===== config.mk =====
export PLATFORM = sky130hd
export DESIGN_NAME = source_tokenizer
export DESIGN_NICKNAME = d
export VERILOG_FILES = /design/src/rtl/stl_pkg.sv /design/src/rtl/stl_fifo.sv /design/src/rtl/stl_front.sv /design/src/rtl/stl_back.sv /design/src/rtl/stl_out.sv /design/src/rtl/source_tokenizer.sv
export SDC_FILE = /design/constraint.sdc
export NUM_CORES = 1
export LEC_CHECK = 0
export ABC_AREA = 1
export BUFFER_PORTS_ARGS = -buffer_cell sky130_fd_sc_hd__buf_2
export CAP_MARGIN = 20
export CELL_PAD_IN_SITES_DETAIL_PLACEMENT = 0
export CELL_PAD_IN_SITES_GLOBAL_PLACEMENT = 1
export CORE_UTILIZATION = 35
export DETAILED_ROUTE_END_ITERATION = 10
export PLACE_DENSITY = 0.63
export REMOVE_ABC_BUFFERS = 1
export SYNTH_ARGS = -nofsm -noshare
export SYNTH_HDL_FRONTEND = slang
export SYNTH_SLANG_ARGS = --single-unit
export TNS_END_PERCENT = 30

===== constraint.sdc =====
create_clock -name clk -period 28.8 [get_ports clk]
set_input_delay 2.88 -clock clk [delete_from_list [all_inputs] [get_ports clk]]
set_output_delay 2.88 -clock clk [all_outputs]
set_load 0.01 [all_outputs]

===== src/rtl/stl_pkg.sv =====
// Package for the source tokenizer: character codes, token kinds, status codes,
// the byte class record and the operator lookup functions.
// No dependencies.
package stl_pkg;

	localparam int unsigned OFFSET_BITS   = 32;
	localparam int unsigned POSITION_BITS = 16;
	localparam int unsigned QUEUE_DEPTH   = 4;

	// characters
	localparam logic [7:0] CH_NUL    = 8'h00;
	localparam logic [7:0] CH_NL     = 8'h0A;
	localparam logic [7:0] CH_SPACE  = 8'h20;
	localparam logic [7:0] CH_QUOTE  = 8'h22;
	localparam logic [7:0] CH_PCT    = 8'h25;
	localparam logic [7:0] CH_AMP    = 8'h26;
	localparam logic [7:0] CH_LPAREN = 8'h28;
	localparam logic [7:0] CH_RPAREN = 8'h29;
	localparam logic [7:0] CH_STAR   = 8'h2A;
	localparam logic [7:0] CH_PLUS   = 8'h2B;
	localparam logic [7:0] CH_COMMA  = 8'h2C;
	localparam logic [7:0] CH_MINUS  = 8'h2D;
	localparam logic [7:0] CH_DOT    = 8'h2E;
	localparam logic [7:0] CH_SLASH  = 8'h2F;
	localparam logic [7:0] CH_0      = 8'h30;
	localparam logic [7:0] CH_9      = 8'h39;
	localparam logic [7:0] CH_COLON  = 8'h3A;
	localparam logic [7:0] CH_SEMI   = 8'h3B;
	localparam logic [7:0] CH_LT     = 8'h3C;
	localparam logic [7:0] CH_EQ     = 8'h3D;
	localparam logic [7:0] CH_GT     = 8'h3E;
	localparam logic [7:0] CH_UC_A   = 8'h41;
	localparam logic [7:0] CH_UC_Z   = 8'h5A;
	localparam logic [7:0] CH_LBRACK = 8'h5B;
	localparam logic [7:0] CH_RBRACK = 8'h5D;
	localparam logic [7:0] CH_US     = 8'h5F;
	localparam logic [7:0] CH_LC_A   = 8'h61;
	localparam logic [7:0] CH_LC_Z   = 8'h7A;
	localparam logic [7:0] CH_LBRACE = 8'h7B;
	localparam logic [7:0] CH_BAR    = 8'h7C;
	localparam logic [7:0] CH_RBRACE = 8'h7D;

	// token kinds
	localparam logic [5:0] K_ID      = 6'd0;
	localparam logic [5:0] K_STRING  = 6'd2;
	localparam logic [5:0] K_NUMBER  = 6'd3;
	localparam logic [5:0] K_ADD     = 6'd4;
	localparam logic [5:0] K_SUB     = 6'd5;
	localparam logic [5:0] K_MUL     = 6'd6;
	localparam logic [5:0] K_DIV     = 6'd7;
	localparam logic [5:0] K_MOD     = 6'd8;
	localparam logic [5:0] K_ASSIGN  = 6'd9;
	localparam logic [5:0] K_EQ      = 6'd10;
	localparam logic [5:0] K_GE      = 6'd12;
	localparam logic [5:0] K_LE      = 6'd13;
	localparam logic [5:0] K_GT      = 6'd14;
	localparam logic [5:0] K_LT      = 6'd15;
	localparam logic [5:0] K_LAND    = 6'd16;
	localparam logic [5:0] K_LOR     = 6'd17;
	localparam logic [5:0] K_INC     = 6'd18;
	localparam logic [5:0] K_DEC     = 6'd19;
	localparam logic [5:0] K_ADD_ASN = 6'd20;
	localparam logic [5:0] K_SUB_ASN = 6'd21;
	localparam logic [5:0] K_MUL_ASN = 6'd22;
	localparam logic [5:0] K_DIV_ASN = 6'd23;
	localparam logic [5:0] K_MOD_ASN = 6'd24;
	localparam logic [5:0] K_SEMI    = 6'd25;
	localparam logic [5:0] K_COMMA   = 6'd26;
	localparam logic [5:0] K_LBRACK  = 6'd27;
	localparam logic [5:0] K_RBRACK  = 6'd28;
	localparam logic [5:0] K_LPAREN  = 6'd29;
	localparam logic [5:0] K_RPAREN  = 6'd30;
	localparam logic [5:0] K_LBRACE  = 6'd31;
	localparam logic [5:0] K_RBRACE  = 6'd32;
	localparam logic [5:0] K_COLON   = 6'd33;
	localparam logic [5:0] K_DOT     = 6'd34;
	localparam logic [5:0] K_ARROW   = 6'd35;
	localparam logic [5:0] K_EOF     = 6'd36;
	localparam logic [5:0] K_NONE    = 6'd63;

	// status
	localparam logic [1:0] ST_OK       = 2'd0;
	localparam logic [1:0] ST_BADCHAR  = 2'd1;
	localparam logic [1:0] ST_LONE_AMP = 2'd2;
	localparam logic [1:0] ST_LONE_BAR = 2'd3;

	typedef struct packed {
		logic [7:0] ch;
		logic       zero;
		logic       nl;
		logic       ws;
		logic       id_start;
		logic       id_char;
		logic       digit;
		logic       dot;
		logic       quote;
		logic       slash;
		logic       star;
		logic       op_start;
		logic [5:0] single_kind;
	} fe_item_t;

	function automatic logic [5:0] single_kind(input logic [7:0] b);
		logic [5:0] k;
		k = K_NONE;
		unique case (b)
			CH_SEMI:   k = K_SEMI;
			CH_COMMA:  k = K_COMMA;
			CH_LBRACK: k = K_LBRACK;
			CH_RBRACK: k = K_RBRACK;
			CH_LPAREN: k = K_LPAREN;
			CH_RPAREN: k = K_RPAREN;
			CH_LBRACE: k = K_LBRACE;
			CH_RBRACE: k = K_RBRACE;
			CH_COLON:  k = K_COLON;
			CH_DOT:    k = K_DOT;
			default:   k = K_NONE;
		endcase
		return k;
	endfunction

	function automatic logic [5:0] op_alone(input logic [7:0] c);
		logic [5:0] k;
		k = K_NONE;
		unique case (c)
			CH_PLUS:  k = K_ADD;
			CH_MINUS: k = K_SUB;
			CH_STAR:  k = K_MUL;
			CH_SLASH: k = K_DIV;
			CH_PCT:   k = K_MOD;
			CH_EQ:    k = K_ASSIGN;
			CH_GT:    k = K_GT;
			CH_LT:    k = K_LT;
			default:  k = K_NONE;
		endcase
		return k;
	endfunction

	function automatic logic [5:0] op_pair(input logic [7:0] c, input logic [7:0] b);
		logic [5:0] k;
		k = K_NONE;
		if (b == CH_EQ) begin
			unique case (c)
				CH_PLUS:  k = K_ADD_ASN;
				CH_MINUS: k = K_SUB_ASN;
				CH_STAR:  k = K_MUL_ASN;
				CH_SLASH: k = K_DIV_ASN;
				CH_PCT:   k = K_MOD_ASN;
				CH_EQ:    k = K_EQ;
				CH_GT:    k = K_GE;
				CH_LT:    k = K_LE;
				default:  k = K_NONE;
			endcase
		end else if (c == CH_PLUS && b == CH_PLUS) begin
			k = K_INC;
		end else if (c == CH_MINUS && b == CH_MINUS) begin
			k = K_DEC;
		end else if (c == CH_MINUS && b == CH_GT) begin
			k = K_ARROW;
		end else if (c == CH_AMP && b == CH_AMP) begin
			k = K_LAND;
		end else if (c == CH_BAR && b == CH_BAR) begin
			k = K_LOR;
		end
		return k;
	endfunction

endpackage


===== src/rtl/stl_fifo.sv =====
// Small first-in first-out queue in flip-flops, used between the tokenizer stages.
// No dependencies.
module stl_fifo #(
	parameter int unsigned WIDTH = 8,
	parameter int unsigned DEPTH = 4
) (
	input  logic             clk,
	input  logic             arst_n,
	input  logic             wr_en,
	input  logic [WIDTH-1:0] wr_data,
	output logic             full,
	input  logic             rd_en,
	output logic [WIDTH-1:0] rd_data,
	output logic             empty
);

	localparam int unsigned AW = (DEPTH > 1) ? $clog2(DEPTH) : 1;
	localparam int unsigned CW = $clog2(DEPTH + 1);

	logic [WIDTH-1:0] mem_q [DEPTH];
	logic [AW-1:0]    wr_ptr_q;
	logic [AW-1:0]    rd_ptr_q;
	logic [CW-1:0]    cnt_q;
	logic             wr_ok;
	logic             rd_ok;

	assign full    = (cnt_q == CW'(DEPTH));
	assign empty   = (cnt_q == '0);
	assign rd_data = mem_q[rd_ptr_q];
	assign wr_ok   = wr_en & ~full;
	assign rd_ok   = rd_en & ~empty;

	always_ff @(posedge clk) begin
		if (wr_ok) begin
			mem_q[wr_ptr_q] <= wr_data;
		end
	end

	always_ff @(posedge clk or negedge arst_n) begin
		if (!arst_n) begin
			wr_ptr_q <= '0;
			rd_ptr_q <= '0;
			cnt_q    <= '0;
		end else begin
			if (wr_ok) begin
				wr_ptr_q <= (wr_ptr_q == AW'(DEPTH - 1)) ? '0 : wr_ptr_q + 1'b1;
			end
			if (rd_ok) begin
				rd_ptr_q <= (rd_ptr_q == AW'(DEPTH - 1)) ? '0 : rd_ptr_q + 1'b1;
			end
			if (wr_ok && !rd_ok) begin
				cnt_q <= cnt_q + 1'b1;
			end else if (rd_ok && !wr_ok) begin
				cnt_q <= cnt_q - 1'b1;
			end
		end
	end

endmodule


===== src/rtl/stl_front.sv =====
// Tokenizer front end: takes source bytes and classifies each into a class record
// for the input queue. Depends on stl_pkg.
module stl_front (
	input  logic              push,
	output logic              full,
	input  logic [7:0]        source_byte,
	input  logic              q_full,
	output logic              q_push,
	output stl_pkg::fe_item_t q_item
);

	logic [7:0] b;
	logic       alpha;
	logic       digit;

	assign b      = source_byte;
	assign full   = q_full;
	assign q_push = push & ~q_full;

	assign alpha = (b >= stl_pkg::CH_LC_A && b <= stl_pkg::CH_LC_Z) ||
		(b >= stl_pkg::CH_UC_A && b <= stl_pkg::CH_UC_Z);
	assign digit = (b >= stl_pkg::CH_0 && b <= stl_pkg::CH_9);

	always_comb begin
		q_item             = '0;
		q_item.ch          = b;
		q_item.zero        = (b == stl_pkg::CH_NUL);
		q_item.nl          = (b == stl_pkg::CH_NL);
		q_item.ws          = (b == stl_pkg::CH_NL) || (b == stl_pkg::CH_SPACE);
		q_item.id_start    = alpha || (b == stl_pkg::CH_US);
		q_item.id_char     = alpha || digit || (b == stl_pkg::CH_US);
		q_item.digit       = digit;
		q_item.dot         = (b == stl_pkg::CH_DOT);
		q_item.quote       = (b == stl_pkg::CH_QUOTE);
		q_item.slash       = (b == stl_pkg::CH_SLASH);
		q_item.star        = (b == stl_pkg::CH_STAR);
		q_item.op_start    = (stl_pkg::op_alone(b) != stl_pkg::K_NONE) ||
			(b == stl_pkg::CH_AMP) || (b == stl_pkg::CH_BAR);
		q_item.single_kind = stl_pkg::single_kind(b);
	end

endmodule


===== src/rtl/stl_back.sv =====
// Tokenizer back end: the scanning state machine. Consumes one classified byte
// per cycle while the byte queue is not empty and the token queue is not full,
// and writes the one or two tokens it ends as one record. Depends on stl_pkg.
module stl_back #(
	parameter int unsigned OFFSET_BITS   = stl_pkg::OFFSET_BITS,
	parameter int unsigned POSITION_BITS = stl_pkg::POSITION_BITS,
	localparam int unsigned RW           = 8 + OFFSET_BITS + 3 * POSITION_BITS
) (
	input  logic              clk,
	input  logic              arst_n,
	input  stl_pkg::fe_item_t in_item,
	input  logic              in_empty,
	output logic              in_pop,
	input  logic              pair_full,
	output logic              pair_push,
	output logic [2*RW:0]     pair_data
);

	localparam int unsigned OB = OFFSET_BITS;
	localparam int unsigned PB = POSITION_BITS;

	localparam logic [2:0] MODE_IDLE     = 3'd0;
	localparam logic [2:0] MODE_IDENT    = 3'd1;
	localparam logic [2:0] MODE_NUMBER   = 3'd2;
	localparam logic [2:0] MODE_STRING   = 3'd3;
	localparam logic [2:0] MODE_OP       = 3'd4;
	localparam logic [2:0] MODE_LINECMT  = 3'd5;
	localparam logic [2:0] MODE_BLOCKCMT = 3'd6;
	localparam logic [2:0] MODE_ERROR    = 3'd7;

	function automatic logic [PB-1:0] sat_inc(input logic [PB-1:0] v);
		return (&v) ? v : v + 1'b1;
	endfunction

	logic [2:0]    mode_q, mode_d;
	logic [7:0]    pend_q, pend_d;
	logic          dot_q, dot_d;
	logic          star_q, star_d;
	logic [OB-1:0] off_q, off_d;
	logic [PB-1:0] line_q, line_d;
	logic [PB-1:0] col_q, col_d;
	logic [OB-1:0] tok_off_q, tok_off_d;
	logic [PB-1:0] tok_line_q, tok_line_d;
	logic [PB-1:0] tok_col_q, tok_col_d;
	logic [PB-1:0] tok_len_q, tok_len_d;

	logic          go;
	logic          fresh;
	logic          e0;
	logic [5:0]    e0_kind;
	logic [1:0]    e0_st;
	logic [PB-1:0] e0_len;
	logic          ef;
	logic [5:0]    ef_kind;
	logic [1:0]    ef_st;
	logic [PB-1:0] ef_len;
	logic [5:0]    pk;
	logic [RW-1:0] r_tok;
	logic [RW-1:0] r_here;
	stl_pkg::fe_item_t it;

	assign it     = in_item;
	assign go     = ~in_empty & ~pair_full;
	assign in_pop = go;
	assign pk     = stl_pkg::op_pair(pend_q, it.ch);

	always_comb begin
		mode_d     = mode_q;
		pend_d     = pend_q;
		dot_d      = dot_q;
		star_d     = star_q;
		off_d      = off_q;
		line_d     = line_q;
		col_d      = col_q;
		tok_off_d  = tok_off_q;
		tok_line_d = tok_line_q;
		tok_col_d  = tok_col_q;
		tok_len_d  = tok_len_q;
		fresh      = 1'b0;
		e0         = 1'b0;
		e0_kind    = stl_pkg::K_ID;
		e0_st      = stl_pkg::ST_OK;
		e0_len     = tok_len_q;
		ef         = 1'b0;
		ef_kind    = stl_pkg::K_ID;
		ef_st      = stl_pkg::ST_OK;
		ef_len     = PB'(1);

		unique case (mode_q)
			MODE_IDENT: begin
				if (it.id_char) begin
					tok_len_d = sat_inc(tok_len_q);
				end else begin
					e0      = 1'b1;
					e0_kind = stl_pkg::K_ID;
					fresh   = 1'b1;
				end
			end
			MODE_NUMBER: begin
				if (it.digit) begin
					tok_len_d = sat_inc(tok_len_q);
				end else if (it.dot && !dot_q) begin
					dot_d     = 1'b1;
					tok_len_d = sat_inc(tok_len_q);
				end else begin
					e0      = 1'b1;
					e0_kind = stl_pkg::K_NUMBER;
					fresh   = 1'b1;
				end
			end
			MODE_STRING: begin
				if (it.quote) begin
					e0      = 1'b1;
					e0_kind = stl_pkg::K_STRING;
					mode_d  = MODE_IDLE;
				end else if (it.zero) begin
					e0      = 1'b1;
					e0_kind = stl_pkg::K_STRING;
					fresh   = 1'b1;
				end else begin
					tok_len_d = sat_inc(tok_len_q);
				end
			end
			MODE_OP: begin
				if (pk != stl_pkg::K_NONE) begin
					e0        = 1'b1;
					e0_kind   = pk;
					e0_len    = PB'(2);
					tok_len_d = PB'(2);
					mode_d    = MODE_IDLE;
				end else if (pend_q == stl_pkg::CH_SLASH && it.slash) begin
					mode_d = MODE_LINECMT;
				end else if (pend_q == stl_pkg::CH_SLASH && it.star) begin
					star_d = 1'b0;
					mode_d = MODE_BLOCKCMT;
				end else if (pend_q == stl_pkg::CH_AMP || pend_q == stl_pkg::CH_BAR) begin
					e0      = 1'b1;
					e0_kind = stl_pkg::K_ID;
					e0_st   = (pend_q == stl_pkg::CH_AMP) ? stl_pkg::ST_LONE_AMP :
						stl_pkg::ST_LONE_BAR;
					e0_len  = PB'(1);
					if (it.zero) begin
						fresh = 1'b1;
					end else begin
						mode_d = MODE_ERROR;
					end
				end else begin
					e0      = 1'b1;
					e0_kind = stl_pkg::op_alone(pend_q);
					fresh   = 1'b1;
				end
			end
			MODE_LINECMT: begin
				if (it.nl) begin
					mode_d = MODE_IDLE;
				end else if (it.zero) begin
					fresh = 1'b1;
				end
			end
			MODE_BLOCKCMT: begin
				if (star_q && it.slash) begin
					mode_d = MODE_IDLE;
				end else if (it.zero) begin
					fresh = 1'b1;
				end else begin
					star_d = it.star;
				end
			end
			MODE_ERROR: begin
				if (it.zero) begin
					fresh = 1'b1;
				end
			end
			default: begin
				fresh = 1'b1;
			end
		endcase

		if (fresh) begin
			mode_d = MODE_IDLE;
			if (it.zero) begin
				ef      = 1'b1;
				ef_kind = stl_pkg::K_EOF;
				ef_len  = '0;
			end else if (it.ws) begin
				ef = 1'b0;
			end else if (it.id_start) begin
				tok_off_d  = off_q;
				tok_line_d = line_q;
				tok_col_d  = col_q;
				tok_len_d  = PB'(1);
				mode_d     = MODE_IDENT;
			end else if (it.digit) begin
				tok_off_d  = off_q;
				tok_line_d = line_q;
				tok_col_d  = col_q;
				tok_len_d  = PB'(1);
				dot_d      = 1'b0;
				mode_d     = MODE_NUMBER;
			end else if (it.quote) begin
				tok_off_d  = off_q + 1'b1;
				tok_line_d = line_q;
				tok_col_d  = sat_inc(col_q);
				tok_len_d  = '0;
				mode_d     = MODE_STRING;
			end else if (it.single_kind != stl_pkg::K_NONE) begin
				ef      = 1'b1;
				ef_kind = it.single_kind;
			end else if (it.op_start) begin
				tok_off_d  = off_q;
				tok_line_d = line_q;
				tok_col_d  = col_q;
				tok_len_d  = PB'(1);
				pend_d     = it.ch;
				mode_d     = MODE_OP;
			end else begin
				ef     = 1'b1;
				ef_st  = stl_pkg::ST_BADCHAR;
				mode_d = MODE_ERROR;
			end
		end

		if (it.zero) begin
			mode_d     = MODE_IDLE;
			pend_d     = '0;
			dot_d      = 1'b0;
			star_d     = 1'b0;
			off_d      = '0;
			line_d     = '0;
			col_d      = '0;
			tok_off_d  = '0;
			tok_line_d = '0;
			tok_col_d  = '0;
			tok_len_d  = '0;
		end else begin
			off_d = off_q + 1'b1;
			if (it.nl) begin
				line_d = sat_inc(line_q);
				col_d  = '0;
			end else begin
				col_d = sat_inc(col_q);
			end
		end
	end

	assign r_tok  = {e0_kind, e0_st, tok_off_q, e0_len, tok_line_q, tok_col_q};
	assign r_here = {ef_kind, ef_st, off_q, ef_len, line_q, col_q};

	assign pair_push = go & (e0 | ef);
	assign pair_data = e0 ? {ef, r_here, r_tok} : {1'b0, r_here, r_here};

	always_ff @(posedge clk or negedge arst_n) begin
		if (!arst_n) begin
			mode_q     <= MODE_IDLE;
			pend_q     <= '0;
			dot_q      <= 1'b0;
			star_q     <= 1'b0;
			off_q      <= '0;
			line_q     <= '0;
			col_q      <= '0;
			tok_off_q  <= '0;
			tok_line_q <= '0;
			tok_col_q  <= '0;
			tok_len_q  <= '0;
		end else if (go) begin
			mode_q     <= mode_d;
			pend_q     <= pend_d;
			dot_q      <= dot_d;
			star_q     <= star_d;
			off_q      <= off_d;
			line_q     <= line_d;
			col_q      <= col_d;
			tok_off_q  <= tok_off_d;
			tok_line_q <= tok_line_d;
			tok_col_q  <= tok_col_d;
			tok_len_q  <= tok_len_d;
		end
	end

endmodule


===== src/rtl/stl_out.sv =====
// Tokenizer output stage: splits each queued record of one or two tokens into
// single result beats and marks the last beat of each source byte.
// Depends on stl_pkg.
module stl_out #(
	parameter int unsigned OFFSET_BITS   = stl_pkg::OFFSET_BITS,
	parameter int unsigned POSITION_BITS = stl_pkg::POSITION_BITS,
	localparam int unsigned RW           = 8 + OFFSET_BITS + 3 * POSITION_BITS
) (
	input  logic                     clk,
	input  logic                     arst_n,
	input  logic [2*RW:0]            pair_data,
	input  logic                     pair_empty,
	output logic                     pair_pop,
	output logic                     empty,
	input  logic                     pop,
	output logic [5:0]               token_kind,
	output logic [1:0]               status,
	output logic [OFFSET_BITS-1:0]   start_offset,
	output logic [POSITION_BITS-1:0] token_length,
	output logic [POSITION_BITS-1:0] line_number,
	output logic [POSITION_BITS-1:0] column_number,
	output logic                     last_of_run
);

	localparam int unsigned OB = OFFSET_BITS;
	localparam int unsigned PB = POSITION_BITS;

	logic          sel_q;
	logic          has2;
	logic [RW-1:0] r;
	logic          take;

	assign has2 = pair_data[2*RW];
	assign r    = sel_q ? pair_data[2*RW-1:RW] : pair_data[RW-1:0];

	assign token_kind    = r[RW-1 -: 6];
	assign status        = r[RW-7 -: 2];
	assign start_offset  = r[3*PB+OB-1 -: OB];
	assign token_length  = r[3*PB-1 -: PB];
	assign line_number   = r[2*PB-1 -: PB];
	assign column_number = r[PB-1:0];
	assign last_of_run   = sel_q | ~has2;

	assign empty    = pair_empty;
	assign take     = pop & ~pair_empty;
	assign pair_pop = take & (sel_q | ~has2);

	always_ff @(posedge clk or negedge arst_n) begin
		if (!arst_n) begin
			sel_q <= 1'b0;
		end else if (take) begin
			sel_q <= ~sel_q & has2;
		end
	end

endmodule


===== src/rtl/source_tokenizer.sv =====
// Top level of the source tokenizer: front end, input queue, scanning back end,
// token queue and output stage. Depends on stl_pkg, stl_fifo, stl_front,
// stl_back and stl_out.
//
// Usage: source bytes enter on source_byte with push/full; a byte is taken at a
// rising edge with push high and full low. Byte 0 ends a text: it yields the
// end-of-input token and returns all positions to zero for the next text.
// Tokens leave with empty/pop; the oldest token is on the result ports while
// empty is low and is taken at an edge with pop high. One byte yields zero, one
// or two tokens; last_of_run marks the final token of a byte.
// Latency: a byte is held in the input queue, its tokens in the token queue;
// both are registered. Throughput: one byte per cycle while the token queue
// has room, set by the scan state update; two tokens take two output beats.
// A four-entry queue sits between front and back and another holds token
// records, so a stalled receiver fills the token queue, then the byte queue,
// and only then raises full. Reset empties both queues and returns the scanner
// to idle at offset, line and column zero.
module source_tokenizer #(
	parameter int unsigned OFFSET_BITS   = stl_pkg::OFFSET_BITS,
	parameter int unsigned POSITION_BITS = stl_pkg::POSITION_BITS,
	parameter int unsigned QUEUE_DEPTH   = stl_pkg::QUEUE_DEPTH
) (
	input  logic                     clk,
	input  logic                     arst_n,
	input  logic                     push,
	output logic                     full,
	input  logic [7:0]               source_byte,
	output logic                     empty,
	input  logic                     pop,
	output logic [5:0]               token_kind,
	output logic [1:0]               status,
	output logic [OFFSET_BITS-1:0]   start_offset,
	output logic [POSITION_BITS-1:0] token_length,
	output logic [POSITION_BITS-1:0] line_number,
	output logic [POSITION_BITS-1:0] column_number,
	output logic                     last_of_run
);

	localparam int unsigned RW = 8 + OFFSET_BITS + 3 * POSITION_BITS;
	localparam int unsigned IW = $bits(stl_pkg::fe_item_t);

	logic              in_q_full;
	logic              in_q_push;
	stl_pkg::fe_item_t in_q_wdata;
	stl_pkg::fe_item_t in_q_rdata;
	logic              in_q_empty;
	logic              in_q_pop;
	logic              pair_full;
	logic              pair_push;
	logic [2*RW:0]     pair_wdata;
	logic [2*RW:0]     pair_rdata;
	logic              pair_empty;
	logic              pair_pop;

	stl_front u_front (
		.push        (push),
		.full        (full),
		.source_byte (source_byte),
		.q_full      (in_q_full),
		.q_push      (in_q_push),
		.q_item      (in_q_wdata)
	);

	stl_fifo #(
		.WIDTH (IW),
		.DEPTH (QUEUE_DEPTH)
	) u_in_q (
		.clk     (clk),
		.arst_n  (arst_n),
		.wr_en   (in_q_push),
		.wr_data (in_q_wdata),
		.full    (in_q_full),
		.rd_en   (in_q_pop),
		.rd_data (in_q_rdata),
		.empty   (in_q_empty)
	);

	stl_back #(
		.OFFSET_BITS   (OFFSET_BITS),
		.POSITION_BITS (POSITION_BITS)
	) u_back (
		.clk       (clk),
		.arst_n    (arst_n),
		.in_item   (in_q_rdata),
		.in_empty  (in_q_empty),
		.in_pop    (in_q_pop),
		.pair_full (pair_full),
		.pair_push (pair_push),
		.pair_data (pair_wdata)
	);

	stl_fifo #(
		.WIDTH (2 * RW + 1),
		.DEPTH (QUEUE_DEPTH)
	) u_tok_q (
		.clk     (clk),
		.arst_n  (arst_n),
		.wr_en   (pair_push),
		.wr_data (pair_wdata),
		.full    (pair_full),
		.rd_en   (pair_pop),
		.rd_data (pair_rdata),
		.empty   (pair_empty)
	);

	stl_out #(
		.OFFSET_BITS   (OFFSET_BITS),
		.POSITION_BITS (POSITION_BITS)
	) u_out (
		.clk           (clk),
		.arst_n        (arst_n),
		.pair_data     (pair_rdata),
		.pair_empty    (pair_empty),
		.pair_pop      (pair_pop),
		.empty         (empty),
		.pop           (pop),
		.token_kind    (token_kind),
		.status        (status),
		.start_offset  (start_offset),
		.token_length  (token_length),
		.line_number   (line_number),
		.column_number (column_number),
		.last_of_run   (last_of_run)
	);

endmodule

==> reports/results.ini <==
[status]
status=finished, final reports clean

[critical_path]
critical_path.top_delay_family=buffers and inverters
worstSetupEndpoint=token_kind[2]
critPathMaxFanout=110
critical_path.cell_chain=inv_8 -> buf_4 -> o21ai_0 -> o22ai_1 -> nor2_1 -> a31oi_1 -> buf_2
element_type_at_the_critical_path_start=flip-flop
cpMaxStageDelayCell=sky130_fd_sc_hd__buf_4
crit_required_ns=25.92
worstSetupPathDepth=7
r2r_setup_slack_ns=22.96
critical-path-max-stage-delay_ns=0.89
reg2reg_to=u_tok_q.mem_q[0][68]
timing.critical_path.from=u_tok_q.rd_ptr_q[0]
worst_r2r_path_depth=18
critical_path_arrival_ns=3.92
critical_path.endpoint_type=output port
cp_buf_inv_count=3
criticalPathCategory=reg2out
worst_r2r_startpoint=u_in_q.rd_ptr_q[0]

[pwr]
static-leakage-power_nw=16.6
p_per_area_nw_per_um2=117
vdd.ir_drop.worst_mv=0.127

[sta]
whs_ns=0.489
setup_violations=0
period_minus_slack_ns=6.80
worst_slew_margin_rel_pct=25.3
slew_at_the_pin_closest_to_its_max_slew_limit_ns=1.12
rsz_0062_raised_after_global_routing=false
tns_ns=0
final_hold_viol_count=0
min_period_over_period_pct=23.6
finalMaxSlewViolations=0
fmaxAchievable_mhz=147
finalClockSkew_ns=0.0474
fin_ws_ns=22.00

[clock_network]
numClockSinks=908
cts_buffer_depth=3
cts_inserted_buffers=100
cts_root_buffer=sky130_fd_sc_hd__clkbuf_16
post_cts.repair.setup_buffers=0
holdBufCountCts=0
cts_resized=0
cts_htree_levels=3
clock_insertion_delay_worst_skew_ns=0.68
clk_transition_reported_paths_ns=0.06
cts_tree=built

[drt]
drc=0
viasPerCell=5.13
dr_total_vias=28100
postRouteAntennaNets=0
routedWlPerCell_um=19.5
drt-pass1-iter-count=5
totalWireLength_um=107000
detail_route.iter0.violations=1759

[floorplan]
starting_utilization_of_the_core_area_pct=35.2
die_h_um=344
die_area_um2=118000
die_width_um=344
top_level_i_o_count=103
core_um2=116000
row_count=125

[logic_synthesis]
syn_avg_cell_area_um2=10.6
synthesized_netlist_cell_count=3855
synth-main-ff-cell=sky130_fd_sc_hd__edfxtp_1
synth_largest_type_area_fraction_pct=54.0
ys_async_sr_fraction_pct=18.9
synth.ff_latch_count=908
yosys-top-cells-count=736 x sky130_fd_sc_hd__edfxtp_1, 710 x sky130_fd_sc_hd__nor2_1, 479 x sky130_fd_sc_hd__nand2_1
synth.most_common_cell=sky130_fd_sc_hd__edfxtp_1
ys_types=67
netlist.top_cell.by_area=sky130_fd_sc_hd__edfxtp_1
synth_enable_flop_cells=736
synthesis.area_um2=40900
ys_top_cells_by_area=sky130_fd_sc_hd__edfxtp_1 54%, sky130_fd_sc_hd__dfrtp_1 11%, sky130_fd_sc_hd__nor2_1 6.5%
synth-seq-area-share_pct=64.6
ys.warnings.count=0

[global_routing]
first_global_vias=27700
antenna_found_initial=3
grt_start_max_net_pins=211
grt_use_total_pct=18.1
grt.overflow.total=0
first_pass_grt_wire_length_um=165000

[placed_design]
hpwl_dp_um=60100
gp_congestion=0.805
portBuffers=102
pre_cts_slack_ns=22.55

[final_layout]
antenna_fix_cells=0
drive_gt1_share_pct=12.4
final.fill_count=11200
num-nets-final=3903
layout-area-overhead-vs-synth_pct=12.5
post-route-util_pct=39.6

[worst_hold_path]
hold_path.class=reg2reg

[job]
cap_violations=0

layout make-up:
class                           count  area [um2]  area share (%)
Sequential cell                   908       26400            57.4
Multi-Input combinational cell   2501       12500            27.1
Clock inverter                     69         832            1.81
Tap cell                         1524        1910            4.15
Timing Repair Buffer              142         865            1.88
Clock buffer                      121        2650            5.77
Inverter                          220         853            1.86
worst min path at each step:
stage	startpoint	endpoint	slack, ns	depth (start not counted)
floorplan	u_back.star_q	u_back.star_q	0.45	2
global placement	u_back.tok_line_q[8]	u_back.tok_line_q[8]	0.47	2
detailed placement	u_back.tok_off_q[4]	u_back.tok_off_q[4]	0.48	2
CTS	u_back.tok_line_q[10]	u_back.tok_line_q[10]	0.49	2
global route	u_back.tok_off_q[31]	u_back.tok_off_q[31]	0.51	2
finish	u_back.tok_off_q[31]	u_back.tok_off_q[31]	0.49	2
power breakdown:
group	internal, mW	switching, mW	total [mW]
sequential	1.89	0.124	2.01
combinational	0.508	1.53	2.04
clock	0.804	0.536	1.34
total	3.20	2.19	5.39
kinds of logic (layout without fill, tap and decap cells):
logic type | count (synthesis) | count (layout) | share of synthesized area, %
xor+xnor | 45 | 45 | 0.964
mux | 1 | 1 | 0.0275
simple gates | 1573 | 1573 | 16.5
fa+ha+maj | 18 | 18 | 0.587
buf+inv | 446 | 552 | 5.14
flops | 908 | 908 | 64.6
compound gates | 864 | 864 | 12.2
cell usage in the layout, fill, tap and decap left out, types with 77 or more instances in the layout:
cell / count
sky130_fd_sc_hd__dfrtp_1: 170
sky130_fd_sc_hd__o21ai_0: 447
sky130_fd_sc_hd__a21oi_1: 100
sky130_fd_sc_hd__nand2_2: 77
sky130_fd_sc_hd__a31oi_1: 78
sky130_fd_sc_hd__clkbuf_16: 102
sky130_fd_sc_hd__nand4_1: 102
sky130_fd_sc_hd__buf_2: 101
sky130_fd_sc_hd__o22ai_1: 118
sky130_fd_sc_hd__nand2_1: 478
sky130_fd_sc_hd__inv_1: 206
sky130_fd_sc_hd__edfxtp_1: 736
sky130_fd_sc_hd__nor2_1: 702
sky130_fd_sc_hd__nand3_1: 106
routing by layer:
layer,track usage [%],routed length [um],up-vias
met5,0,0,-
met4,5.09,2340,0
met3,2.32,4430,142
met2,30.2,50900,552
met1,24.7,49300,13800
li1,-,-,13600
worst register-to-register path: cells and delay by family, from the launching register on:
family	cells	cell delay, ns
AOI/OAI and AO/OA	1	0.11
buffers and inverters	8	3.37
DFF	1	0.36
and+or+nand+nor	9	1.61
flip-flops by register name (all words and copies together), names as in the netlist, 8 cells and up:
name,count
u_in_q.mem_q,96
u_tok_q.mem_q,640
u_back.off_q,32
u_back.line_q,16
u_back.tok_off_q,32
u_back.pend_q,8
u_back.tok_col_q,16
u_back.col_q,16
u_back.tok_line_q,16
u_back.tok_len_q,16
metrics by stage:
stage               std cells  power (mW)  cell area, um2
finish                   5485        5.39           46000
global route             5485        5.74           46000
CTS                      5485        5.47           46000
detailed placement       5295        4.12           42500
global placement         5294        4.11           42500
floorplan                3629        3.35           39600
Note: power is estimated with default switching activity, not from simulation.
